### src/rtl/core/cscs_pkg.sv
// Package for the current-sense offset calibration and scaling core.
// Holds widths, command/status/event codes, register indexes and shared types.
// No dependencies.
package cscs_pkg;

  localparam int NCH          = 5;
  localparam int RAW_W        = 16;
  localparam int DELTA_W      = RAW_W + 1;
  localparam int CUR_W        = 16;
  localparam int FS_W         = 15;
  localparam int TO_W         = 16;
  localparam int TICK_W       = 17;
  localparam int CNT_W        = 32;
  localparam int ZERO_SAMPLES = 64;
  localparam int ZS_SHIFT     = $clog2(ZERO_SAMPLES);
  localparam int SUM_W        = RAW_W + ZS_SHIFT;
  localparam int CALC_W       = $clog2(ZERO_SAMPLES + 1);
  localparam int PROD_W       = 32;
  localparam int ADC_FULL_SCALE = 65535;

  localparam int FIFO_DEPTH   = 4;
  localparam int FIFO_AW      = $clog2(FIFO_DEPTH);

  // stream payloads
  localparam int CMD_W        = 2;
  localparam int STAT_W       = 2;
  localparam int EV_W         = 2;
  localparam int SW_BIT       = NCH * RAW_W;
  localparam int IN_TDATA_W   = ((SW_BIT + 1 + 7) / 8) * 8;
  localparam int STAT_LSB     = NCH * CUR_W;
  localparam int SCNT_LSB     = STAT_LSB + STAT_W;
  localparam int EV_LSB       = SCNT_LSB + CNT_W;
  localparam int OUT_TDATA_W  = ((EV_LSB + EV_W + 7) / 8) * 8;

  // configuration port
  localparam int ADDR_W       = 4;
  localparam int DATA_W       = 32;
  localparam int REG_IDX_W    = 2;

  localparam logic [REG_IDX_W-1:0] REG_FULL_SCALE = 2'd0;
  localparam logic [REG_IDX_W-1:0] REG_STALE_TO   = 2'd1;
  localparam logic [REG_IDX_W-1:0] REG_ENABLE     = 2'd2;

  localparam logic [FS_W-1:0] FS_RESET = 15'd22000;
  localparam logic [TO_W-1:0] TO_RESET = 16'd10;

  localparam logic [CMD_W-1:0] CMD_CONV = 2'd0;
  localparam logic [CMD_W-1:0] CMD_TICK = 2'd1;
  localparam logic [CMD_W-1:0] CMD_CAL  = 2'd2;

  localparam logic [STAT_W-1:0] ST_STOPPED = 2'd0;
  localparam logic [STAT_W-1:0] ST_RUNNING = 2'd1;
  localparam logic [STAT_W-1:0] ST_STALE   = 2'd2;
  localparam logic [STAT_W-1:0] ST_CAL     = 2'd3;

  localparam logic [EV_W-1:0] EV_NONE   = 2'd0;
  localparam logic [EV_W-1:0] EV_ACCEPT = 2'd1;
  localparam logic [EV_W-1:0] EV_REFUSE = 2'd2;
  localparam logic [EV_W-1:0] EV_DONE   = 2'd3;

  // one classified request, queued between front and back
  typedef struct packed {
    logic [NCH-1:0][DELTA_W-1:0] delta;
    logic [STAT_W-1:0]           status;
    logic [CNT_W-1:0]            count;
    logic [EV_W-1:0]             event_code;
  } item_t;

  typedef struct packed {
    logic full;
    logic empty;
  } fifo_stat_t;

endpackage

### src/rtl/core/cscs_back.sv
// Back end: scales queued offset-corrected deltas to milliamps.
// Stage 1 multiplies by full scale, stage 2 divides by 65535 into the output register.
// Depends on cscs_pkg.
module cscs_back (
  input  logic                              clk,
  input  logic                              rst_n,
  input  cscs_pkg::fifo_stat_t              fifo_stat_i,
  input  cscs_pkg::item_t                   item_i,
  output logic                              pop_o,
  input  logic [cscs_pkg::FS_W-1:0]         full_scale_i,
  output logic                              out_tvalid,
  input  logic                              out_tready,
  output logic [cscs_pkg::OUT_TDATA_W-1:0]  out_tdata
);
  import cscs_pkg::*;

  // truncating divide of a product (|p| < 2^31) by 65535:
  // p = t*65536 + lo = t*65535 + (t + lo), and t + lo stays below 2*65535
  function automatic logic [CUR_W-1:0] div_fs(input logic [PROD_W-1:0] p);
    logic [PROD_W-1:0] mag;
    logic [CUR_W-1:0]  t;
    logic [CUR_W:0]    r;
    logic [CUR_W-1:0]  q;
    mag = p[PROD_W-1] ? (~p + 1'b1) : p;
    t   = mag[PROD_W-1:PROD_W-CUR_W];
    r   = {1'b0, mag[CUR_W-1:0]} + {1'b0, t};
    q   = t + CUR_W'(r >= (CUR_W+1)'(ADC_FULL_SCALE));
    return p[PROD_W-1] ? (~q + 1'b1) : q;
  endfunction

  logic                     s1_v_r;
  logic [PROD_W-1:0]        s1_prod_r [NCH];
  logic [PROD_W-1:0]        s1_prod_nxt [NCH];
  logic [STAT_W-1:0]        s1_status_r;
  logic [CNT_W-1:0]         s1_count_r;
  logic [EV_W-1:0]          s1_ev_r;
  logic                     out_v_r;
  logic [OUT_TDATA_W-1:0]   out_data_r;
  logic [OUT_TDATA_W-1:0]   out_data_nxt;
  logic                     s2_ready;
  logic                     s1_ready;
  logic signed [DELTA_W+FS_W:0] prod_full [NCH];

  assign s2_ready   = !out_v_r || out_tready;
  assign s1_ready   = !s1_v_r || s2_ready;
  assign pop_o      = s1_ready && !fifo_stat_i.empty;
  assign out_tvalid = out_v_r;
  assign out_tdata  = out_data_r;

  always_comb begin
    for (int i = 0; i < NCH; i++) begin
      prod_full[i]   = $signed(item_i.delta[i]) * $signed({1'b0, full_scale_i});
      s1_prod_nxt[i] = prod_full[i][PROD_W-1:0];
    end
  end

  always_comb begin
    out_data_nxt = '0;
    for (int i = 0; i < NCH; i++) begin
      out_data_nxt[i*CUR_W +: CUR_W] = div_fs(s1_prod_r[i]);
    end
    out_data_nxt[STAT_LSB +: STAT_W] = s1_status_r;
    out_data_nxt[SCNT_LSB +: CNT_W]  = s1_count_r;
    out_data_nxt[EV_LSB +: EV_W]     = s1_ev_r;
  end

  always_ff @(posedge clk) begin
    if (!rst_n) begin
      s1_v_r  <= 1'b0;
      out_v_r <= 1'b0;
    end else begin
      if (s1_ready) begin
        s1_v_r <= !fifo_stat_i.empty;
      end
      if (s2_ready) begin
        out_v_r <= s1_v_r;
      end
    end
  end

  always_ff @(posedge clk) begin
    if (pop_o) begin
      s1_prod_r   <= s1_prod_nxt;
      s1_status_r <= item_i.status;
      s1_count_r  <= item_i.count;
      s1_ev_r     <= item_i.event_code;
    end
    if (s1_v_r && s2_ready) begin
      out_data_r <= out_data_nxt;
    end
  end

endmodule

### config.mk
export PLATFORM = sky130hd
export DESIGN_NAME = cscs_back
export DESIGN_NICKNAME = d
export VERILOG_FILES = /design/src/rtl/core/cscs_pkg.sv /design/src/rtl/core/cscs_back.sv
export SDC_FILE = /design/constraint.sdc
export NUM_CORES = 2
export LEC_CHECK = 0
export BUFFER_PORTS_ARGS = -buffer_cell sky130_fd_sc_hd__buf_4
export CAP_MARGIN = 40
export CORE_ASPECT_RATIO = 1.2
export CORE_MARGIN = 2
export CORE_UTILIZATION = 40
export CTS_CLUSTER_DIAMETER = 200
export DETAILED_ROUTE_END_ITERATION = 10
export GPL_TIMING_DRIVEN = 0
export SLEW_MARGIN = 5
export SYNTH_ARGS = -nofsm -noshare
export SYNTH_HDL_FRONTEND = slang
export SYNTH_SLANG_ARGS = --single-unit
### constraint.sdc
create_clock -name clk -period 15.55 [get_ports clk]
set_input_delay 2.3325 -clock clk [delete_from_list [all_inputs] [get_ports clk]]
set_output_delay 2.3325 -clock clk [all_outputs]
set_load 0.03 [all_outputs]
==> results by group <==
Run status
  • Status: finished clean

Critical path
  • WP buf/inv: 9
  • Worst R2R Setup Slack: 6.78 ns
  • CP Launch Type: primary input
  • WP data required: 15.93 ns
  • Max stage delay on crit path: 0.71 ns
  • Critical-path maximum fanout: 10
  • Cell family contributing the most delay on the critical path: adder cells
  • Worst path slowest cell: clkbuf_1
  • CP Capture Type: register
  • WS Path Type: in -> reg
  • WP data arrival: 10.27 ns

Yosys
  • Synth warnings: 0
  • Flops & latches, synth: 314
  • Async S/R FF share, synth: 0%
  • Most frequent cells after synthesis: inv_1, fa_1, nand2_1, and2_1, ha_1
  • Mean post-synth cell area: 9.45 µm²
  • Most frequent cell after synthesis: inv_1
  • Netlist cell types: 87
  • Post-synthesis cell area: 67700 µm²
  • Synth top area cells: fa_1, edfxtp_1, ha_1
  • Mapped Cells: 7172
  • Synth Flop Type: edfxtp_1
  • Share of the synthesized area in the top cell type: 37.7%
  • Share of the yosys chip area belonging to registers: 13.9%
  • Synth area leader: fa_1
  • Number of flops mapped to enable cells by yosys: 312

CTS
  • Clock-pin slew on the worst setup and hold paths: 0.06 ns
  • CTS Buf Count: 37
  • CTS Root Cell: clkbuf_16
  • Clk buf depth: 3
  • # Post-CTS Setup Buffers: 0
  • Post-CTS Hold Buffers: 0
  • # clock sinks: 314
  • CTS HTree Levels: 2
  • TritonCTS clock tree: done
  • Worst-Skew Late Latency: 0.62 ns
  • Post-cts sizing count: 0

Timing
  • Setup TNS: 0 ns
  • Final Max Slew Viols: 0
  • Minimum clock period after layout: 9.89 ns
  • Final-report setup violation count: 0
  • Final hold violations: 0
  • Rel. slew slack: 33.8%
  • Worst setup margin: 5.66 ns
  • RSZ-0062 raised after global routing: false
  • Final Cycle Share: 63.6%
  • Clock skew: 0.0135 ns
  • Fmax: 101 MHz
  • Slew @ Worst Pin: 0.992 ns

Finish
  • Finished Cell Area: 74700 µm²
  • Area growth from synthesis to layout: 10.2%
  • # fillers: 16357
  • Finished Core Util: 44.3%
  • Share of cells above drive strength 1: 5.89%
  • Nets: 9447

Floorplan
  • Die X: 380 µm
  • # IOs: 263
  • Core area: 168000 µm²
  • Starting density of the core: 40.2%
  • FP Rows: 165
  • Die area: 173000 µm²
  • Die height: 455 µm

Routing
  • First drt pass iteration count: 5
  • DRC Markers: 0
  • ANT nets after route: 0
  • Via-to-Cell Ratio: 5.13
  • DR iter-0 viols: 3234
  • WL per Instance: 20.4 µm
  • Routed WL: 200 mm
  • Vias: 50399

Min path
  • Hold crit path type: reg -> reg

Placement
  • HPWL after DPL: 168 mm
  • Placer Congestion: 0.945
  • DP Worst Slack: 5.07 ns
  • Post-place instance area: 73400 µm²
  • IO buf count: 243

Global route
  • Initial antenna violation count: 41
  • Global route overflow: 0
  • Vias in the first global route: 52504
  • Total GRT Usage: 23.5%
  • First-pass GRT wire length: 311 mm
  • Pin count of the biggest net entering global routing: 32

Flow run
  • Maxcap violations: 0
## sequential cells by signal (all words and copies together) (netlist names)
register     count
s1_count_r      32
out_tdata      116
s1_status_r      2
s1_prod_r      160
out_tvalid       1
s1_ev_r          2
s1_v_r           1
## final timing paths
path / from / endpoint / cells past startpoint
max: full_scale_i[4] / s1_prod_r[94] / 28
min: s1_count_r[14] / out_tdata[96] / 0
max reg2reg: s1_prod_r[31] / out_tdata[79] / 35
min reg2reg: s1_count_r[14] / out_tdata[96] / 0
## layout by cell type (no fill, tap or decap), types with 15 or more instances in the layout
master / n
o21a_1: 21
clkbuf_16: 37
a211oi_1: 15
nand2b_1: 48
a21o_1: 84
buf_4: 247
fa_1: 1275
or4_1: 20
buf_8: 34
buf_6: 21
xor2_1: 134
inv_1: 1530
o31ai_1: 63
clkbuf_1: 245
o21bai_1: 44
o21ai_0: 135
nand4_1: 30
a21oi_1: 160
xnor2_1: 376
and2_1: 626
ha_1: 505
nor3_1: 74
and3_1: 20
nor2b_1: 33
or2_2: 30
a31oi_1: 21
o41ai_1: 37
nor2_1: 138
nand3_1: 71
nor4_1: 38
or3_1: 32
edfxtp_1: 312
nand2_1: 830
## metrics by stage
step                std cells  hold WS [ns]
CTS                      9805         0.418
global route             9810         0.425
floorplan                7175         0.400
finish                   9816         0.417
detailed placement       9741         0.405
global placement         9672         0.401
## area by class of cell
type | count | area (µm²) | area share (%)
sequential | 314 | 9410 | 12.6
clock inverter | 24 | 265 | 0.355
multi-input combinational | 5059 | 51600 | 69.1
antenna | 11 | 27.5 | 0.0369
clock buffer | 40 | 937 | 1.25
timing repair buffer | 312 | 2840 | 3.81
buffer | 268 | 1030 | 1.39
inverter | 1534 | 5760 | 7.71
tap | 2254 | 2820 | 3.78
## metal layers
metal / track usage, % / wire, µm
met2: 37.7 / 90400
met4: 9.61 / 9520
met1: 30.2 / 82200
met5: 0 / 234
met3: 6.06 / 17700
## logic make-up (layout without fill, tap and decap cells)
group	after synthesis	in the layout	share of synthesized area, %
adders and majority gates	1780	1780	47.0
buffers and inverters	1802	2178	10.0
and+or+nand+nor	2042	2042	15.3
AOI/OAI and AO/OA	708	708	7.01
other	1	15	0.00554
muxes	15	15	0.231
DFF	314	314	13.9
xor gates and xnor gates	510	510	6.59
Power is not shown: default switching activity piles up to over one toggle a cycle in this logic, so the estimate is an artifact.
