File: src/rtl/core/cscs_pkg.sv
// Package for the current-sense offset calibration and scaling core.
// Holds widths, command/status/event codes, register indexes and shared types.
// No dependencies.
package cscs_pkg;

  localparam int NCH          = 5;
  localparam int RAW_W        = 16;
  localparam int DELTA_W      = RAW_W + 1;
  localparam int CUR_W        = 16;
  localparam int FS_W         = 15;
  localparam int TO_W         = 16;
  localparam int TICK_W       = 17;
  localparam int CNT_W        = 32;
  localparam int ZERO_SAMPLES = 64;
  localparam int ZS_SHIFT     = $clog2(ZERO_SAMPLES);
  localparam int SUM_W        = RAW_W + ZS_SHIFT;
  localparam int CALC_W       = $clog2(ZERO_SAMPLES + 1);
  localparam int PROD_W       = 32;
  localparam int ADC_FULL_SCALE = 65535;

  localparam int FIFO_DEPTH   = 4;
  localparam int FIFO_AW      = $clog2(FIFO_DEPTH);

  // stream payloads
  localparam int CMD_W        = 2;
  localparam int STAT_W       = 2;
  localparam int EV_W         = 2;
  localparam int SW_BIT       = NCH * RAW_W;
  localparam int IN_TDATA_W   = ((SW_BIT + 1 + 7) / 8) * 8;
  localparam int STAT_LSB     = NCH * CUR_W;
  localparam int SCNT_LSB     = STAT_LSB + STAT_W;
  localparam int EV_LSB       = SCNT_LSB + CNT_W;
  localparam int OUT_TDATA_W  = ((EV_LSB + EV_W + 7) / 8) * 8;

  // configuration port
  localparam int ADDR_W       = 4;
  localparam int DATA_W       = 32;
  localparam int REG_IDX_W    = 2;

  localparam logic [REG_IDX_W-1:0] REG_FULL_SCALE = 2'd0;
  localparam logic [REG_IDX_W-1:0] REG_STALE_TO   = 2'd1;
  localparam logic [REG_IDX_W-1:0] REG_ENABLE     = 2'd2;

  localparam logic [FS_W-1:0] FS_RESET = 15'd22000;
  localparam logic [TO_W-1:0] TO_RESET = 16'd10;

  localparam logic [CMD_W-1:0] CMD_CONV = 2'd0;
  localparam logic [CMD_W-1:0] CMD_TICK = 2'd1;
  localparam logic [CMD_W-1:0] CMD_CAL  = 2'd2;

  localparam logic [STAT_W-1:0] ST_STOPPED = 2'd0;
  localparam logic [STAT_W-1:0] ST_RUNNING = 2'd1;
  localparam logic [STAT_W-1:0] ST_STALE   = 2'd2;
  localparam logic [STAT_W-1:0] ST_CAL     = 2'd3;

  localparam logic [EV_W-1:0] EV_NONE   = 2'd0;
  localparam logic [EV_W-1:0] EV_ACCEPT = 2'd1;
  localparam logic [EV_W-1:0] EV_REFUSE = 2'd2;
  localparam logic [EV_W-1:0] EV_DONE   = 2'd3;

  // one classified request, queued between front and back
  typedef struct packed {
    logic [NCH-1:0][DELTA_W-1:0] delta;
    logic [STAT_W-1:0]           status;
    logic [CNT_W-1:0]            count;
    logic [EV_W-1:0]             event_code;
  } item_t;

  typedef struct packed {
    logic full;
    logic empty;
  } fifo_stat_t;

endpackage

File: src/rtl/core/cscs_fifo.sv
// Short request queue between front and back of the current-sense core.
// Depends on cscs_pkg (item_t, fifo_stat_t, FIFO_DEPTH).
module cscs_fifo (
  input  logic                  clk,
  input  logic                  rst_n,
  input  logic                  push_i,
  input  cscs_pkg::item_t       push_data_i,
  input  logic                  pop_i,
  output cscs_pkg::item_t       pop_data_o,
  output cscs_pkg::fifo_stat_t  stat_o
);
  import cscs_pkg::*;

  item_t              mem_r [FIFO_DEPTH];
  logic [FIFO_AW-1:0] wr_ptr_r;
  logic [FIFO_AW-1:0] rd_ptr_r;
  logic [FIFO_AW:0]   cnt_r;
  logic [FIFO_AW-1:0] wr_ptr_nxt;
  logic [FIFO_AW-1:0] rd_ptr_nxt;
  logic [FIFO_AW:0]   cnt_nxt;

  assign stat_o.full  = (cnt_r == (FIFO_AW+1)'(FIFO_DEPTH));
  assign stat_o.empty = (cnt_r == '0);
  assign pop_data_o   = mem_r[rd_ptr_r];

  always_comb begin
    wr_ptr_nxt = wr_ptr_r;
    rd_ptr_nxt = rd_ptr_r;
    cnt_nxt    = cnt_r;
    if (push_i) begin
      wr_ptr_nxt = wr_ptr_r + 1'b1;
    end
    if (pop_i) begin
      rd_ptr_nxt = rd_ptr_r + 1'b1;
    end
    if (push_i && !pop_i) begin
      cnt_nxt = cnt_r + 1'b1;
    end else if (pop_i && !push_i) begin
      cnt_nxt = cnt_r - 1'b1;
    end
  end

  always_ff @(posedge clk) begin
    if (!rst_n) begin
      wr_ptr_r <= '0;
      rd_ptr_r <= '0;
      cnt_r    <= '0;
    end else begin
      wr_ptr_r <= wr_ptr_nxt;
      rd_ptr_r <= rd_ptr_nxt;
      cnt_r    <= cnt_nxt;
    end
  end

  always_ff @(posedge clk) begin
    if (push_i) begin
      mem_r[wr_ptr_r] <= push_data_i;
    end
  end

endmodule

File: config.mk
export PLATFORM = sky130hd
export DESIGN_NAME = cscs_fifo
export DESIGN_NICKNAME = d
export VERILOG_FILES = /design/src/rtl/core/cscs_pkg.sv /design/src/rtl/core/cscs_fifo.sv
export SDC_FILE = /design/constraint.sdc
export NUM_CORES = 1
export LEC_CHECK = 0
export ABC_CLOCK_PERIOD_IN_PS = 5550
export BUFFER_PORTS_ARGS = -buffer_cell sky130_fd_sc_hd__buf_2
export CAP_MARGIN = 20
export CORE_MARGIN = 1.5
export CORE_UTILIZATION = 51
export CTS_BUF_LIST = sky130_fd_sc_hd__clkbuf_4
export CTS_CLUSTER_DIAMETER = 150
export DETAILED_ROUTE_END_ITERATION = 10
export PLACE_DENSITY = 0.72
export SLEW_MARGIN = 25
export SYNTH_ARGS = -nofsm -noshare
export SYNTH_HDL_FRONTEND = slang
export SYNTH_SLANG_ARGS = --single-unit
File: constraint.sdc
create_clock -name clk -period 5.55 [get_ports clk]
set_input_delay 1.11 -clock clk [delete_from_list [all_inputs] [get_ports clk]]
set_output_delay 1.11 -clock clk [all_outputs]
set_load 0.05 [all_outputs]
==> run_results.csv, run 1 <==
group,metric,value,unit
timing,finalMaxSlewViolations,0,
placed_design,portBuffers,247,
clocking,numCtsBuffers,120,
run,cap_violations,0,
worst_setup_path,endpoint,"pop_data_o[112]",
timing,finalHoldViolCount,0,
clocking,clk_pin_slew,0.06,ns
detailed_routing,ant_nets,0,
layout,syn2layout_area_growth,17.5,%
placed_design,place_congestion,0.694,
worst_setup_path,cp_top_family,"flip-flops",
power_and_ir_drop,power_density,393,mW/mm^2
yosys,synth_area_leader_cell,"edfxtp_1",
power_and_ir_drop,p_leak,7.25,nW
yosys,syn_avg_cell_area,26.7,sq um
timing,setup-violations-final,0,
floorplanning,ios,248,
placed_design,placedCellCount,1357,
yosys,synth_top_area_share,80.8,%
detailed_routing,num_vias,8300,
layout,final_area,0.0211,sq mm
worst_setup_path,path_class,"reg2out",
worst_setup_path,cp_max_fo,65,
detailed_routing,wirelength,32900,um
detailed_routing,drt_pass1_iterations,4,
layout,post_route_cells_drive_above_1_share,51.8,%
worst_setup_path,crit_cells,3,
clocking,cts_tree,"yes",
global_route,grt_pass1_vias,9150,
detailed_routing,drc,0,
yosys,ys_ff_latch,493,
global_route,use_met3,6.79,%
yosys,synth.distinct_cells,23,
floorplanning,start_util,52.0,%
clocking,cts_hold_buf,0,
power_and_ir_drop,clockPowerShare,33.7,%
floorplanning,core,0.0346,sq mm
power_and_ir_drop,vdd_drop_max,0.262,mV
worst_setup_path,critical_path.cell_chain,"buf_12, mux4_2, buf_2",
yosys,ys_top_cells_by_area,"edfxtp_1 (81%), mux4_2 (15%), buf_12 (1.1%), dfxtp_1 (1.0%), ha_1 (0.35%)",
worst_setup_path,slowest_delay,0.93,ns
clocking,htreeDepth,3,
worst_setup_path,r2r_start,"wr_ptr_r[0]",
worst_setup_path,cp.required,4.44,ns
global_route,met1_usage,23.7,%
global_route,grt_overflow_total,0,
yosys,yosysWarnings,0,
worst_setup_path,crit_buf_inv,2,
timing,min_period,3.94,ns
global_route,grtUsageTotal,18.8,%
power_and_ir_drop,power,8.32,mW
yosys,yosysSeqAreaShare,81.8,%
placed_design,dp_hpwl,18500,um
layout,final_cell_mix,"edfxtp_1 (484), buf_2 (247), clkbuf_4 (182)",
yosys,syn-num-nets,806,
timing,finalCritPeriodShare,71.0,%
global_route,antenna_found_initial,7,
timing,setup_tns,0,ns
global_route,grt_pass1_wl,50400,um
power_and_ir_drop,p_sw,2.17,mW
power_and_ir_drop,p_int,6.15,mW
global_route,grt_util_met2,29.9,%
detailed_routing,post_drt_wl_per_cell,21.1,um
layout,final_cell_count_no_fill,1560,
timing,skew,0.0328,ns
worst_setup_path,r2r_end,"mem_r[1][19]",
detailed_routing,viasPerCell,5.32,
timing,clock.fmax,0.254,GHz
worst_setup_path,rr_worst_depth,3,
worst_setup_path,r2r_setup_slack,3.34,ns
yosys,postSynthCellCount,675,
clocking,cts_setup_buffers,0,
yosys,ys.flop_type,"edfxtp_1",
floorplanning,die_w,191,um
worst_setup_path,cp-start-kind,"flop",
yosys,synthesis.area,0.0180,sq mm
clocking,cts_root_buffer,"clkbuf_4",
power_and_ir_drop,p_comb_share,14.2,%
yosys,synth_edf_count,484,
timing,grt_setup_unrepaired,"false",
power_and_ir_drop,p_seq_share,52.1,%
worst_setup_path,critPathSlowestCell,"dfxtp_4",
worst_hold_path,worstHoldPathType,"reg2reg",
worst_setup_path,end_kind,"primary output",
clocking,clk-insertion-delay-late,0.78,ns
worst_setup_path,arrival,2.83,ns
floorplanning,die-area,0.0364,sq mm
clocking,clockBufferDepth,3,
layout,nets,1155,
timing,worstMarginPinSlew,0.969,ns
yosys,async_flop_share,0,%
floorplanning,rows,68,
clocking,cts_resized,0,
layout,final_common_cell,"edfxtp_1",
global_route,grt_max_degree,77,
outcome,status,"complete, no violations",
timing,max_slew_margin,35.4,%
clocking,cts_sinks,493,
floorplanning,die_h,191,um
placed_design,placed_area,0.0197,sq mm
global_route,grt-busiest-layer,"met2",
detailed_routing,drt_iter0_drc,480,
power_and_ir_drop,p_sw_share,26.1,%
cell type report:
| type | instances | area, sq um |
|---|---|---|
| Sequential cell | 493 | 14700 |
| Fill cell | 2452 | 13500 |
| Tap cell | 455 | 569 |
| Multi-Input combinational cell | 151 | 2990 |
| Clock buffer | 182 | 1370 |
| Timing Repair Buffer | 254 | 1380 |
| Clock inverter | 18 | 101 |
| Inverter | 4 | 15.0 |
| Antenna cell | 3 | 7.51 |
power groups by stage:
stage | logic [mW] | clock network (mW) | registers [mW]
after global placement | 1.19 | 0 | 4.41
after global routing | 1.25 | 3.09 | 4.35
after floorplan | 0.925 | 0 | 4.40
after CTS | 1.20 | 2.91 | 4.34
final | 1.18 | 2.80 | 4.33
after detailed placement | 1.20 | 0 | 4.41
kinds of logic after synthesis:
| kind of cell | Yosys count | share of synthesized area (%) |
|---|---|---|
| buffers and inverters | 31 | 1.72 |
| adder cells (fa/ha/maj) | 6 | 0.459 |
| XOR/XNOR | 5 | 0.243 |
| AO/OA/AOI/OAI | 2 | 0.0695 |
| multiplexers | 123 | 15.3 |
| AND/OR/NAND/NOR | 15 | 0.507 |
| flip-flops | 493 | 81.8 |
routing by layer:
layer | wire length (um) | vias to the layer above
met4 | 573 | 8
met3 | 2770 | 51
met5 | 56 | -
met2 | 16000 | 281
li1 | - | 3698
met1 | 13500 | 4262
through the flow:
stage	setup slack [ns]	util (%)	hold slack, ns
floorplan	1.17	-	0.472
global placement	2.36	56.8	0.493
CTS	1.44	61.0	0.426
detailed placement	2.35	56.8	0.513
finish	1.61	61.1	0.527
global route	1.43	61.0	0.457
worst min path at each step:
stage                          startpoint  slack (ns)  cells past startpoint            to
final                            cnt_r[2]        0.53                      2      cnt_r[2]
after global routing       push_data_i[9]        0.46                      1   mem_r[3][9]
after CTS                 push_data_i[25]        0.43                      1  mem_r[0][25]
after detailed placement         cnt_r[2]        0.51                      2      cnt_r[2]
after global placement           cnt_r[2]        0.49                      2      cnt_r[2]
after floorplan                  cnt_r[2]        0.47                      2      cnt_r[2]
synth_stat cells, types with 2 or more instances:
master    instances
buf_12           10
xor2_1            3
nor2b_1           2
edfxtp_1        484
inv_1             4
dfxtp_1           9
xnor2_1           2
ha_1              5
buf_1             3
and2_1            9
mux2i_1           2
mux4_2          121
buf_2             9
buf_4             3
state kept, by name, summed over array words and instances, names as in the netlist, named ones only:
| signal | cells |
|---|---|
| mem_r | 484 |
| wr_ptr_r | 2 |
| cnt_r | 3 |
| rd_ptr_r | 2 |
worst register-to-register path, delay by kind of cell, from the launching register on:
| family | cells | cell delay [ns] |
|---|---|---|
| AND/OR/NAND/NOR | 1 | 0.77 |
| flip-flops | 1 | 0.40 |
| buffers and inverters | 1 | 0.43 |
| adder cells (fa/ha/maj) | 1 | 0.17 |
No activity file was read; power rests on OpenSTA's default activity.
==> run 2: changes to the inputs <==
- ABC_CLOCK_PERIOD_IN_PS: 5550 -> 4050
- clock period: 5.55 -> 4.05 ns (I/O delays scaled with it)
==> run_results.csv, run 2 (synthesis gave the netlist of run 1 again) <==
group,metric,value,unit
global_route,grt_overflow_total,0,
layout,post_route_cells_drive_above_1_share,50.6,%
timing,max_slew_margin,44.3,%
floorplanning,start_util,52.0,%
clocking,cts_sinks,493,
detailed_routing,num_vias,8378,
floorplanning,die_h,191,um
clocking,cts_hold_buf,0,
global_route,grt_pass1_vias,9314,
worst_setup_path,end_kind,"primary output",
clocking,cts_resized,0,
worst_hold_path,worstHoldPathType,"in2reg",
clocking,clockBufferDepth,3,
detailed_routing,wirelength,33300,um
detailed_routing,ant_nets,0,
timing,grt_setup_unrepaired,"false",
run,cap_violations,0,
timing,clock.fmax,0.290,GHz
worst_setup_path,cp_max_fo,87,
layout,final_cell_mix,"edfxtp_1 (484), buf_2 (247), clkbuf_4 (172)",
timing,setup_tns,0,ns
power_and_ir_drop,power,11.5,mW
worst_setup_path,cp-start-kind,"flop",
timing,finalMaxSlewViolations,0,
worst_setup_path,arrival,2.64,ns
clocking,clk-insertion-delay-late,0.79,ns
worst_setup_path,path_class,"reg2out",
placed_design,portBuffers,247,
layout,largest_reg_flops,484,
floorplanning,die-area,0.0364,sq mm
floorplanning,core,0.0346,sq mm
clocking,numCtsBuffers,120,
floorplanning,die_w,191,um
floorplanning,ios,248,
detailed_routing,drt_pass1_iterations,4,
floorplanning,rows,68,
layout,post-route-util,61.2,%
power_and_ir_drop,power_density,540,mW/mm^2
layout,top_regs,"mem_r (484), cnt_r (3)",
global_route,grtUsageTotal,19.0,%
clocking,cts_tree,"yes",
layout,fillers,2439,
outcome,status,"complete, no violations",
timing,skew,0.0608,ns
detailed_routing,drt_iter0_drc,563,
power_and_ir_drop,vdd_drop_max,0.432,mV
detailed_routing,post_drt_wl_per_cell,21.1,um
worst_setup_path,cp.required,3.24,ns
timing,finalCritPeriodShare,85.1,%
layout,final_common_cell,"edfxtp_1",
detailed_routing,viasPerCell,5.31,
placed_design,dp_hpwl,19300,um
power_and_ir_drop,p_leak,7.26,nW
timing,min_period,3.45,ns
layout,syn2layout_area_growth,17.8,%
global_route,antenna_found_initial,8,
timing,finalHoldViolCount,0,
clocking,cts_root_buffer,"clkbuf_4",
detailed_routing,drc,0,
placed_design,place_congestion,0.684,
global_route,grt_max_degree,122,
timing,worstMarginPinSlew,0.836,ns
clocking,cts_setup_buffers,0,
layout,largest_register,"mem_r",
layout,nets,1161,
clocking,htreeDepth,3,
timing,setup-violations-final,0,
clocking,clk_pin_slew,0.06,ns
global_route,grt_pass1_wl,51000,um
==> run 2: cell types whose count changed in the layout (fill, tap and decap cells not counted), sizes merged <==
cell      delta
diode        +2
bufinv       +1
clkbuf      -10
clkinv      +20
inv          -2
buf          +6
clkinvlp     +1
==> run 2: metal layers <==
layer  vias up  share of wire (%)  GRT usage [%]  routed length, um
met5         -               0.19              0                 63
met4        10                1.7           6.63                565
met3        56                8.9           7.71               2970
met2       302                 49           30.4              16400
met1      4299                 40           23.5              13300
li1       3711                  -              -                  -
==> run 2: cell type report <==
cell class	instances	area, sq um	area share, %
antenna	5	12.5	0.0590
clock buffer	172	1290	6.09
clock inverter	38	205	0.967
inverter	4	15.0	0.0708
multi-input combinational	151	2990	14.1
sequential	493	14700	69.4
tap	455	569	2.68
timing repair buffer	260	1410	6.64
==> run 2: final timing paths <==
path	startpoint	to	slack, ns	depth (start not counted)
setup / recovery	flop	pop_data_o[95]	0.60	3
hold / removal	push_data_i[78]	mem_r[0][78]	0.23	1
setup reg to reg	wr_ptr_r[0]	mem_r[0][102]	2.03	4
hold reg to reg	cnt_r[2]	cnt_r[2]	0.51	2
==> run 2: worst max-delay path, cell delays in order, from the launching register on <==
cell and delay, ns:
dfxtp_4 0.36, buf_12 0.47, mux4_2 0.61, buf_2 0.23
==> run 2: power breakdown <==
group / switching (mW) / internal [mW]
Sequential: 0.0545 / 5.86
Clock: 1.83 / 2.07
Combinational: 1.16 / 0.483
Total: 3.05 / 8.41
==> run 2: per-stage QoR <==
stage          area (sq um)  std cells  setup slack (ns)  hold slack (ns)
2_1_floorplan         18000        675              1.31            0.472
3_3_place_gp          19700       1363              1.37            0.488
3_5_place_dp          19700       1363              1.37            0.500
4_1_cts               21200       1573             0.458            0.112
5_1_grt               21200       1575             0.416            0.133
6_report              21200       1578             0.603            0.234
