File: src/rtl/core/cscs_pkg.sv
// Package for the current-sense offset calibration and scaling core.
// Holds widths, command/status/event codes, register indexes and shared types.
// No dependencies.
package cscs_pkg;

  localparam int NCH          = 5;
  localparam int RAW_W        = 16;
  localparam int DELTA_W      = RAW_W + 1;
  localparam int CUR_W        = 16;
  localparam int FS_W         = 15;
  localparam int TO_W         = 16;
  localparam int TICK_W       = 17;
  localparam int CNT_W        = 32;
  localparam int ZERO_SAMPLES = 64;
  localparam int ZS_SHIFT     = $clog2(ZERO_SAMPLES);
  localparam int SUM_W        = RAW_W + ZS_SHIFT;
  localparam int CALC_W       = $clog2(ZERO_SAMPLES + 1);
  localparam int PROD_W       = 32;
  localparam int ADC_FULL_SCALE = 65535;

  localparam int FIFO_DEPTH   = 4;
  localparam int FIFO_AW      = $clog2(FIFO_DEPTH);

  // stream payloads
  localparam int CMD_W        = 2;
  localparam int STAT_W       = 2;
  localparam int EV_W         = 2;
  localparam int SW_BIT       = NCH * RAW_W;
  localparam int IN_TDATA_W   = ((SW_BIT + 1 + 7) / 8) * 8;
  localparam int STAT_LSB     = NCH * CUR_W;
  localparam int SCNT_LSB     = STAT_LSB + STAT_W;
  localparam int EV_LSB       = SCNT_LSB + CNT_W;
  localparam int OUT_TDATA_W  = ((EV_LSB + EV_W + 7) / 8) * 8;

  // configuration port
  localparam int ADDR_W       = 4;
  localparam int DATA_W       = 32;
  localparam int REG_IDX_W    = 2;

  localparam logic [REG_IDX_W-1:0] REG_FULL_SCALE = 2'd0;
  localparam logic [REG_IDX_W-1:0] REG_STALE_TO   = 2'd1;
  localparam logic [REG_IDX_W-1:0] REG_ENABLE     = 2'd2;

  localparam logic [FS_W-1:0] FS_RESET = 15'd22000;
  localparam logic [TO_W-1:0] TO_RESET = 16'd10;

  localparam logic [CMD_W-1:0] CMD_CONV = 2'd0;
  localparam logic [CMD_W-1:0] CMD_TICK = 2'd1;
  localparam logic [CMD_W-1:0] CMD_CAL  = 2'd2;

  localparam logic [STAT_W-1:0] ST_STOPPED = 2'd0;
  localparam logic [STAT_W-1:0] ST_RUNNING = 2'd1;
  localparam logic [STAT_W-1:0] ST_STALE   = 2'd2;
  localparam logic [STAT_W-1:0] ST_CAL     = 2'd3;

  localparam logic [EV_W-1:0] EV_NONE   = 2'd0;
  localparam logic [EV_W-1:0] EV_ACCEPT = 2'd1;
  localparam logic [EV_W-1:0] EV_REFUSE = 2'd2;
  localparam logic [EV_W-1:0] EV_DONE   = 2'd3;

  // one classified request, queued between front and back
  typedef struct packed {
    logic [NCH-1:0][DELTA_W-1:0] delta;
    logic [STAT_W-1:0]           status;
    logic [CNT_W-1:0]            count;
    logic [EV_W-1:0]             event_code;
  } item_t;

  typedef struct packed {
    logic full;
    logic empty;
  } fifo_stat_t;

endpackage

File: src/rtl/core/cscs_front.sv
// Front end: configuration registers, request decode and all block state
// (offsets, calibration averaging, counters). Pushes one item per request.
// Depends on cscs_pkg.
module cscs_front (
  input  logic                              clk,
  input  logic                              rst_n,
  input  logic                              cfg_psel,
  input  logic                              cfg_penable,
  input  logic                              cfg_pwrite,
  input  logic [cscs_pkg::ADDR_W-1:0]       cfg_paddr,
  input  logic [cscs_pkg::DATA_W-1:0]       cfg_pwdata,
  output logic [cscs_pkg::DATA_W-1:0]       cfg_prdata,
  input  logic                              in_tvalid,
  output logic                              in_tready,
  input  logic [cscs_pkg::IN_TDATA_W-1:0]   in_tdata,
  input  logic [cscs_pkg::CMD_W-1:0]        in_tuser,
  input  cscs_pkg::fifo_stat_t              fifo_stat_i,
  output logic                              push_o,
  output cscs_pkg::item_t                   item_o,
  output logic [cscs_pkg::FS_W-1:0]         full_scale_o
);
  import cscs_pkg::*;

  logic [FS_W-1:0]   fs_r;
  logic [TO_W-1:0]   to_r;
  logic              en_r;

  logic [RAW_W-1:0]  zero_r     [NCH];
  logic [RAW_W-1:0]  zero_nxt   [NCH];
  logic [SUM_W-1:0]  sum_r      [NCH];
  logic [SUM_W-1:0]  sum_nxt    [NCH];
  logic [RAW_W-1:0]  last_r     [NCH];
  logic [RAW_W-1:0]  last_nxt   [NCH];
  logic [RAW_W-1:0]  raw        [NCH];
  logic [CALC_W-1:0] calc_r;
  logic [CALC_W-1:0] calc_nxt;
  logic              cal_r;
  logic              cal_nxt;
  logic [CNT_W-1:0]  cnt_r;
  logic [CNT_W-1:0]  cnt_nxt;
  logic [TICK_W-1:0] ticks_r;
  logic [TICK_W-1:0] ticks_nxt;
  logic [EV_W-1:0]   ev;
  logic              accept;
  logic              cfg_wr;
  logic [REG_IDX_W-1:0] reg_idx;

  assign in_tready    = !fifo_stat_i.full;
  assign accept       = in_tvalid && in_tready;
  assign push_o       = accept;
  assign full_scale_o = fs_r;
  assign cfg_wr       = cfg_psel && cfg_penable && cfg_pwrite;
  assign reg_idx      = cfg_paddr[ADDR_W-1:2];

  always_comb begin
    for (int i = 0; i < NCH; i++) begin
      raw[i] = in_tdata[i*RAW_W +: RAW_W];
    end
  end

  always_comb begin
    unique case (reg_idx)
      REG_FULL_SCALE: cfg_prdata = DATA_W'(fs_r);
      REG_STALE_TO:   cfg_prdata = DATA_W'(to_r);
      REG_ENABLE:     cfg_prdata = DATA_W'(en_r);
      default:        cfg_prdata = '0;
    endcase
  end

  always_comb begin
    zero_nxt  = zero_r;
    sum_nxt   = sum_r;
    last_nxt  = last_r;
    calc_nxt  = calc_r;
    cal_nxt   = cal_r;
    cnt_nxt   = cnt_r;
    ticks_nxt = ticks_r;
    ev        = EV_NONE;
    if (accept) begin
      unique case (in_tuser)
        CMD_CONV: begin
          last_nxt  = raw;
          cnt_nxt   = cnt_r + 1'b1;
          ticks_nxt = '0;
          if (cal_r) begin
            for (int i = 0; i < NCH; i++) begin
              sum_nxt[i] = sum_r[i] + SUM_W'(raw[i]);
            end
            calc_nxt = calc_r + 1'b1;
            if (calc_nxt == CALC_W'(ZERO_SAMPLES)) begin
              // average done: load new offsets and leave calibration
              for (int i = 0; i < NCH; i++) begin
                zero_nxt[i] = RAW_W'(sum_nxt[i] >> ZS_SHIFT);
                sum_nxt[i]  = '0;
              end
              calc_nxt = '0;
              cal_nxt  = 1'b0;
              ev       = EV_DONE;
            end
          end
        end
        CMD_TICK: begin
          if (ticks_r != {TICK_W{1'b1}}) begin
            ticks_nxt = ticks_r + 1'b1;
          end
        end
        CMD_CAL: begin
          if (in_tdata[SW_BIT]) begin
            ev = EV_REFUSE;
          end else begin
            for (int i = 0; i < NCH; i++) begin
              sum_nxt[i] = '0;
            end
            calc_nxt = '0;
            cal_nxt  = 1'b1;
            ev       = EV_ACCEPT;
          end
        end
        default: begin
          ev = EV_NONE;
        end
      endcase
    end
    // starting sensing restarts the set count and the stale timer
    if (cfg_wr && reg_idx == REG_ENABLE && cfg_pwdata[0] && !en_r) begin
      cnt_nxt   = '0;
      ticks_nxt = '0;
    end
  end

  always_comb begin
    for (int i = 0; i < NCH; i++) begin
      item_o.delta[i] = {1'b0, last_nxt[i]} - {1'b0, zero_nxt[i]};
    end
    if (cal_nxt) begin
      item_o.status = ST_CAL;
    end else if (!en_r) begin
      item_o.status = ST_STOPPED;
    end else if (ticks_nxt > TICK_W'(to_r)) begin
      item_o.status = ST_STALE;
    end else begin
      item_o.status = ST_RUNNING;
    end
    item_o.count      = cnt_nxt;
    item_o.event_code = ev;
  end

  always_ff @(posedge clk) begin
    if (!rst_n) begin
      fs_r    <= FS_RESET;
      to_r    <= TO_RESET;
      en_r    <= 1'b0;
      calc_r  <= '0;
      cal_r   <= 1'b0;
      cnt_r   <= '0;
      ticks_r <= '0;
      for (int i = 0; i < NCH; i++) begin
        zero_r[i] <= '0;
        sum_r[i]  <= '0;
        last_r[i] <= '0;
      end
    end else begin
      if (cfg_wr) begin
        unique case (reg_idx)
          REG_FULL_SCALE: fs_r <= cfg_pwdata[FS_W-1:0];
          REG_STALE_TO:   to_r <= cfg_pwdata[TO_W-1:0];
          REG_ENABLE:     en_r <= cfg_pwdata[0];
          default: ;
        endcase
      end
      calc_r  <= calc_nxt;
      cal_r   <= cal_nxt;
      cnt_r   <= cnt_nxt;
      ticks_r <= ticks_nxt;
      zero_r  <= zero_nxt;
      sum_r   <= sum_nxt;
      last_r  <= last_nxt;
    end
  end

endmodule

File: config.mk
export PLATFORM = sky130hd
export DESIGN_NAME = cscs_front
export DESIGN_NICKNAME = d
export VERILOG_FILES = /design/src/rtl/core/cscs_pkg.sv /design/src/rtl/core/cscs_front.sv
export SDC_FILE = /design/constraint.sdc
export NUM_CORES = 1
export LEC_CHECK = 0
export ABC_AREA = 1
export BUFFER_PORTS_ARGS = -buffer_cell sky130_fd_sc_hd__buf_2
export CAP_MARGIN = 25
export CELL_PAD_IN_SITES_DETAIL_PLACEMENT = 1
export CELL_PAD_IN_SITES_GLOBAL_PLACEMENT = 1
export CORE_MARGIN = 4
export CORE_UTILIZATION = 42
export DETAILED_ROUTE_END_ITERATION = 7
export PLACE_DENSITY_LB_ADDON = 0.3
export SLEW_MARGIN = 0
export SYNTH_ARGS = -nofsm -noshare
export SYNTH_HDL_FRONTEND = slang
export SYNTH_SLANG_ARGS = --single-unit
File: constraint.sdc
create_clock -name clk -period 7.02 [get_ports clk]
set_clock_uncertainty 0.2 [all_clocks]
set_input_delay 1.404 -clock clk [delete_from_list [all_inputs] [get_ports clk]]
set_output_delay 1.404 -clock clk [all_outputs]
set_load 0.02 [all_outputs]
==> results.md <==
- The run finished with clean final reports.
- The height of the die is 240 µm.
- Once placement finished, the instance area stood at 24,600 µm².
- The pin slew with the least headroom to its limit is 1.07 ns.
- Across every metal layer, demand over resource in global routing totals 0.244.
- The number of fill cells is 6,836.
- In the post-synthesis netlist, the biggest area contributors are sky130_fd_sc_hd__dfxtp_1, sky130_fd_sc_hd__nand2_1, sky130_fd_sc_hd__ha_1.
- The first routing iteration left 1,022 violations.
- The leftover overflow at the end of global routing is 0.
- The global-route wire length before repair is 118 mm.
- Setup violations remaining at the end of the flow were counted as 0.
- The smallest hold slack is 0.270 ns.
- The biggest area consumer among synthesized cells is sky130_fd_sc_hd__dfxtp_1.
- The register-to-register setup slack is 4.05 ns.
- The routability congestion estimate is 0.885.
- The clock period minus worst slack is 6.74 ns.
- The worst reg2reg path startpoint is calc_r[0].
- Compared with the post-synthesis result, the final layout area differs by 15.9%.
- The count of final hold-check violations is 0.
- The count of flip-flops with a built-in enable after synthesis is 0.
- For this design the static power due to leakage is 13.2 nW.
- The synthesized design contains 359 register bits.
- The TritonCTS buffer count is 43.
- The type of the worst min-delay path is flip-flop to flip-flop.
- The type of the setup path with the least slack is primary input to primary output.
- Data on the critical path arrives at its endpoint at 5.14 ns.
- The number of top-level pins is 304.
- The part of the power in registers is 0.390.
- In this run the power spent charging and discharging nets is 0.00156 W.
- The cell at the root of the clock tree is sky130_fd_sc_hd__clkbuf_16.
- The worst register-to-register path ends at zero_r[76].
- The clock net in this run drives a total of 359 sinks.
- The power density over the cells is 202 nW/µm².
- The highest net fanout along the worst path is 4.
- The number of pins exceeding their max-slew limit in the final report is 0.
- The critical path goes through buf_2 > ha_1 > fa_1 > nand3_1 > nand2_1 > a21oi_2 > o21ai_1 > buf_4 > nand3_1 > nand2_1 > or2_2 > nand2_1 > nand2_1 > o21ai_2 > ha_1 > a21oi_1 > o21ai_0 > a21oi_1 > nand2_1 > a21oi_1 > nor2_1 > nor2_1 > xor2_1 > buf_4.
- The ratio of cells with drive above 1 in the final layout is 0.152.
- Port buffering added 261 buffers.
- Of the total power, the share spent switching nets is 0.294.
- The maximum count of clock buffers along a single path is 3.
- After detailed routing, the number of remaining DRC violations is 0.
- The count of antenna diodes in the layout is 0.
- The critical path's slowest cell is sky130_fd_sc_hd__fa_1.
- The data required time at the worst endpoint is 5.42 ns.
- CTS built an H-tree with a depth of 2.
- Detailed placement finished with a half-perimeter wire length of 53.9 mm.
- The initial antenna violation count came to 5.
- On the worst path, the slowest cell contributes a delay of 0.41 ns.
- Of the total power, the clock network draws 0.430.
- The fraction of power consumed by combinational cells is 0.180.
- The share of synthesized area in the top cell type comes to 0.317.
- The number of global-route vias before repair was 23,900.
- The area of all placed cells without fillers is 26,300 µm².
- The most frequently used flop master after synthesis is sky130_fd_sc_hd__dfxtp_1.
- The endpoint class of the critical path is a primary output.
- Clock-pin slew was measured on the worst setup and hold paths at 0.06 ns.
- The clock insertion delay at the later pin of the skew report is 0.58 ns.
- The total detailed-routing wirelength is 72.8 mm.
- The number of core rows is 84.
- Of the available clock period, the critical path in the final layout requires 0.960.
- The count of warnings emitted by yosys is 0.
- By instance count, the cell type seen most on the critical path is sky130_fd_sc_hd__nand2_1.
- The worst setup path is launched from a primary input.
- The count of max-cap constraint violations is 0.
- The number of nets in the layout is 3,808.
- The initial cell density of the core is 0.428.
- The number of buffers inserted for hold repair after clock tree synthesis is 0.
- The total core area is 53,100 µm².
- The mean instance size in the synthesized netlist is 6.99 µm².
- Setup repair after global routing could not meet its margin everywhere.
- The post-synthesis instance area is 22,700 µm².
- For this block, the via count after detailed routing is 22,500.
- The post-synthesis async set-or-reset flop share is 0.
- Headroom to the max-slew limit came out at 0.288.
- The instance count of the mapped netlist is 3,248.
- The post-synthesis sequential area ratio is 0.317.
- For this run, the top clock speed supported by timing is 0.148 GHz.
- The number of different library cells used by synthesis comes to 55.
- The pin count of the biggest net entering global routing is 166.
- The most critical setup path has its endpoint at item_o[51].
- Before antenna repair, the detailed router went through 4 iterations.
- The die covers 57,800 µm².
- Across the VDD grid, the largest voltage drop is 0.000182 V.
- Tracing the worst setup path back leads to its startpoint at in_tdata[0].
- The count of nets left with antenna violations once routing finished came out at 0.
- Cell internal power was estimated by the tool at 0.00375 W.
- After detailed routing, the average wire length per cell comes to 17.3 µm.
- The number of vias per cell after detailed routing is 5.35.
- The startpoint identified for the worst hold timing path is sum_r[15].
- The die boundary width is 240 µm.
- The worst reg2reg path depth is 11.
- Counting instances in the post-synthesis netlist gives the leading cell types as sky130_fd_sc_hd__nand2_1, sky130_fd_sc_hd__dfxtp_1, sky130_fd_sc_hd__inv_1.
- The TritonCTS clock tree is yes.
- The most instantiated library cell after synthesis is sky130_fd_sc_hd__nand2_1.
per-stage QoR:
stage               setup WS (ns)   util  power, W  std cells  setup TNS [ns]
global placement            0.146  0.464   0.00302       4118               0
floorplan                   0.639      -   0.00275       3263               0
detailed placement        -0.0432  0.464   0.00305       4118         -0.0432
finish                      0.280  0.495   0.00530       4204               0
CTS                        0.0147  0.491   0.00536       4192               0
global route              -0.0606  0.495   0.00554       4204          -0.193
routing by layer:
metal,share of wire,track usage,up-vias,wire [µm]
met5,0.00076,0,-,55
met4,0.024,0.0736,10,1770
met3,0.032,0.0338,133,2360
met2,0.50,0.443,312,36400
met1,0.44,0.301,11000,32200
li1,-,-,11100,-
area by class of cell:
class	count	area, µm²	area share
Clock buffer	60	1260	0.0479
Clock inverter	14	160	0.00609
Inverter	351	1330	0.0505
Multi-Input combinational cell	2431	13900	0.527
Sequential cell	359	7190	0.273
Tap cell	688	861	0.0327
Timing Repair Buffer	301	1650	0.0626
worst min-delay path by stage:
stage / to / slack (ns) / cells after the start
2_1_floorplan: sum_r[42] / 0.25 / 2
3_3_place_gp: sum_r[0] / 0.25 / 2
3_5_place_dp: sum_r[102] / 0.26 / 2
4_1_cts: sum_r[102] / 0.27 / 2
5_1_grt: sum_r[102] / 0.29 / 2
6_report: sum_r[15] / 0.27 / 2
cells in the final DEF, fill, tap and decap left out, types with 10 or more instances in the layout:
| cell | n |
|---|---|
| sky130_fd_sc_hd__a211oi_1 | 11 |
| sky130_fd_sc_hd__a21o_1 | 16 |
| sky130_fd_sc_hd__a21oi_1 | 287 |
| sky130_fd_sc_hd__a21oi_2 | 13 |
| sky130_fd_sc_hd__a31oi_1 | 14 |
| sky130_fd_sc_hd__buf_2 | 260 |
| sky130_fd_sc_hd__buf_4 | 38 |
| sky130_fd_sc_hd__clkbuf_16 | 43 |
| sky130_fd_sc_hd__clkbuf_8 | 12 |
| sky130_fd_sc_hd__conb_1 | 16 |
| sky130_fd_sc_hd__dfxtp_1 | 359 |
| sky130_fd_sc_hd__fa_1 | 10 |
| sky130_fd_sc_hd__ha_1 | 176 |
| sky130_fd_sc_hd__inv_1 | 343 |
| sky130_fd_sc_hd__mux2i_1 | 54 |
| sky130_fd_sc_hd__nand2_1 | 694 |
| sky130_fd_sc_hd__nand3_1 | 123 |
| sky130_fd_sc_hd__nand4_1 | 29 |
| sky130_fd_sc_hd__nor2_1 | 329 |
| sky130_fd_sc_hd__nor3_1 | 69 |
| sky130_fd_sc_hd__nor4_1 | 39 |
| sky130_fd_sc_hd__o21ai_0 | 203 |
| sky130_fd_sc_hd__o21ai_1 | 22 |
| sky130_fd_sc_hd__o21ai_2 | 10 |
| sky130_fd_sc_hd__or2_2 | 92 |
| sky130_fd_sc_hd__xnor2_1 | 52 |
| sky130_fd_sc_hd__xor2_1 | 86 |
flip-flops by register name (all words and copies together), names as in the netlist, 7 cells and up:
name          cells
sum_r           110
last_r           80
zero_r           80
cnt_r            32
ticks_r          17
to_r             16
full_scale_o     15
calc_r            7
worst max-delay path: cells and delay by family:
family	cells	cell delay (ns)
AO/OA/AOI/OAI	7	1.04
XOR/XNOR	1	0.18
adder cells (fa/ha/maj)	3	0.95
buffers and inverters	3	0.48
AND/OR/NAND/NOR	10	1.07
power by group through the flow:
| stage | registers (W) | logic [W] | clock network [W] |
|---|---|---|---|
| final | 0.00207 | 0.000957 | 0.00228 |
| after global routing | 0.00207 | 0.00106 | 0.00242 |
| after CTS | 0.00207 | 0.000948 | 0.00235 |
| after detailed placement | 0.00211 | 0.000939 | 0 |
| after global placement | 0.00211 | 0.000911 | 0 |
| after floorplan | 0.00211 | 0.000639 | 0 |
timing repair:
action                     in CTS  in global routing
resized for setup               1                 52
setup endpoints to repair       1                 23
setup buffers                   0                 12
pin swaps                       0                 15
kinds of logic (layout without fill, tap and decap cells):
kind of cell | count (synthesis) | in the layout | share of synthesized area
muxes | 54 | 54 | 0.0238
xor gates and xnor gates | 143 | 143 | 0.0552
and+or+nand+nor | 1416 | 1416 | 0.271
other | 1 | 16 | 0.000165
buffers and inverters | 473 | 726 | 0.0830
AOI/OAI and AO/OA | 615 | 615 | 0.144
adders and majority gates | 187 | 187 | 0.106
DFF | 359 | 359 | 0.317
Power figures use the tool's default switching activity.
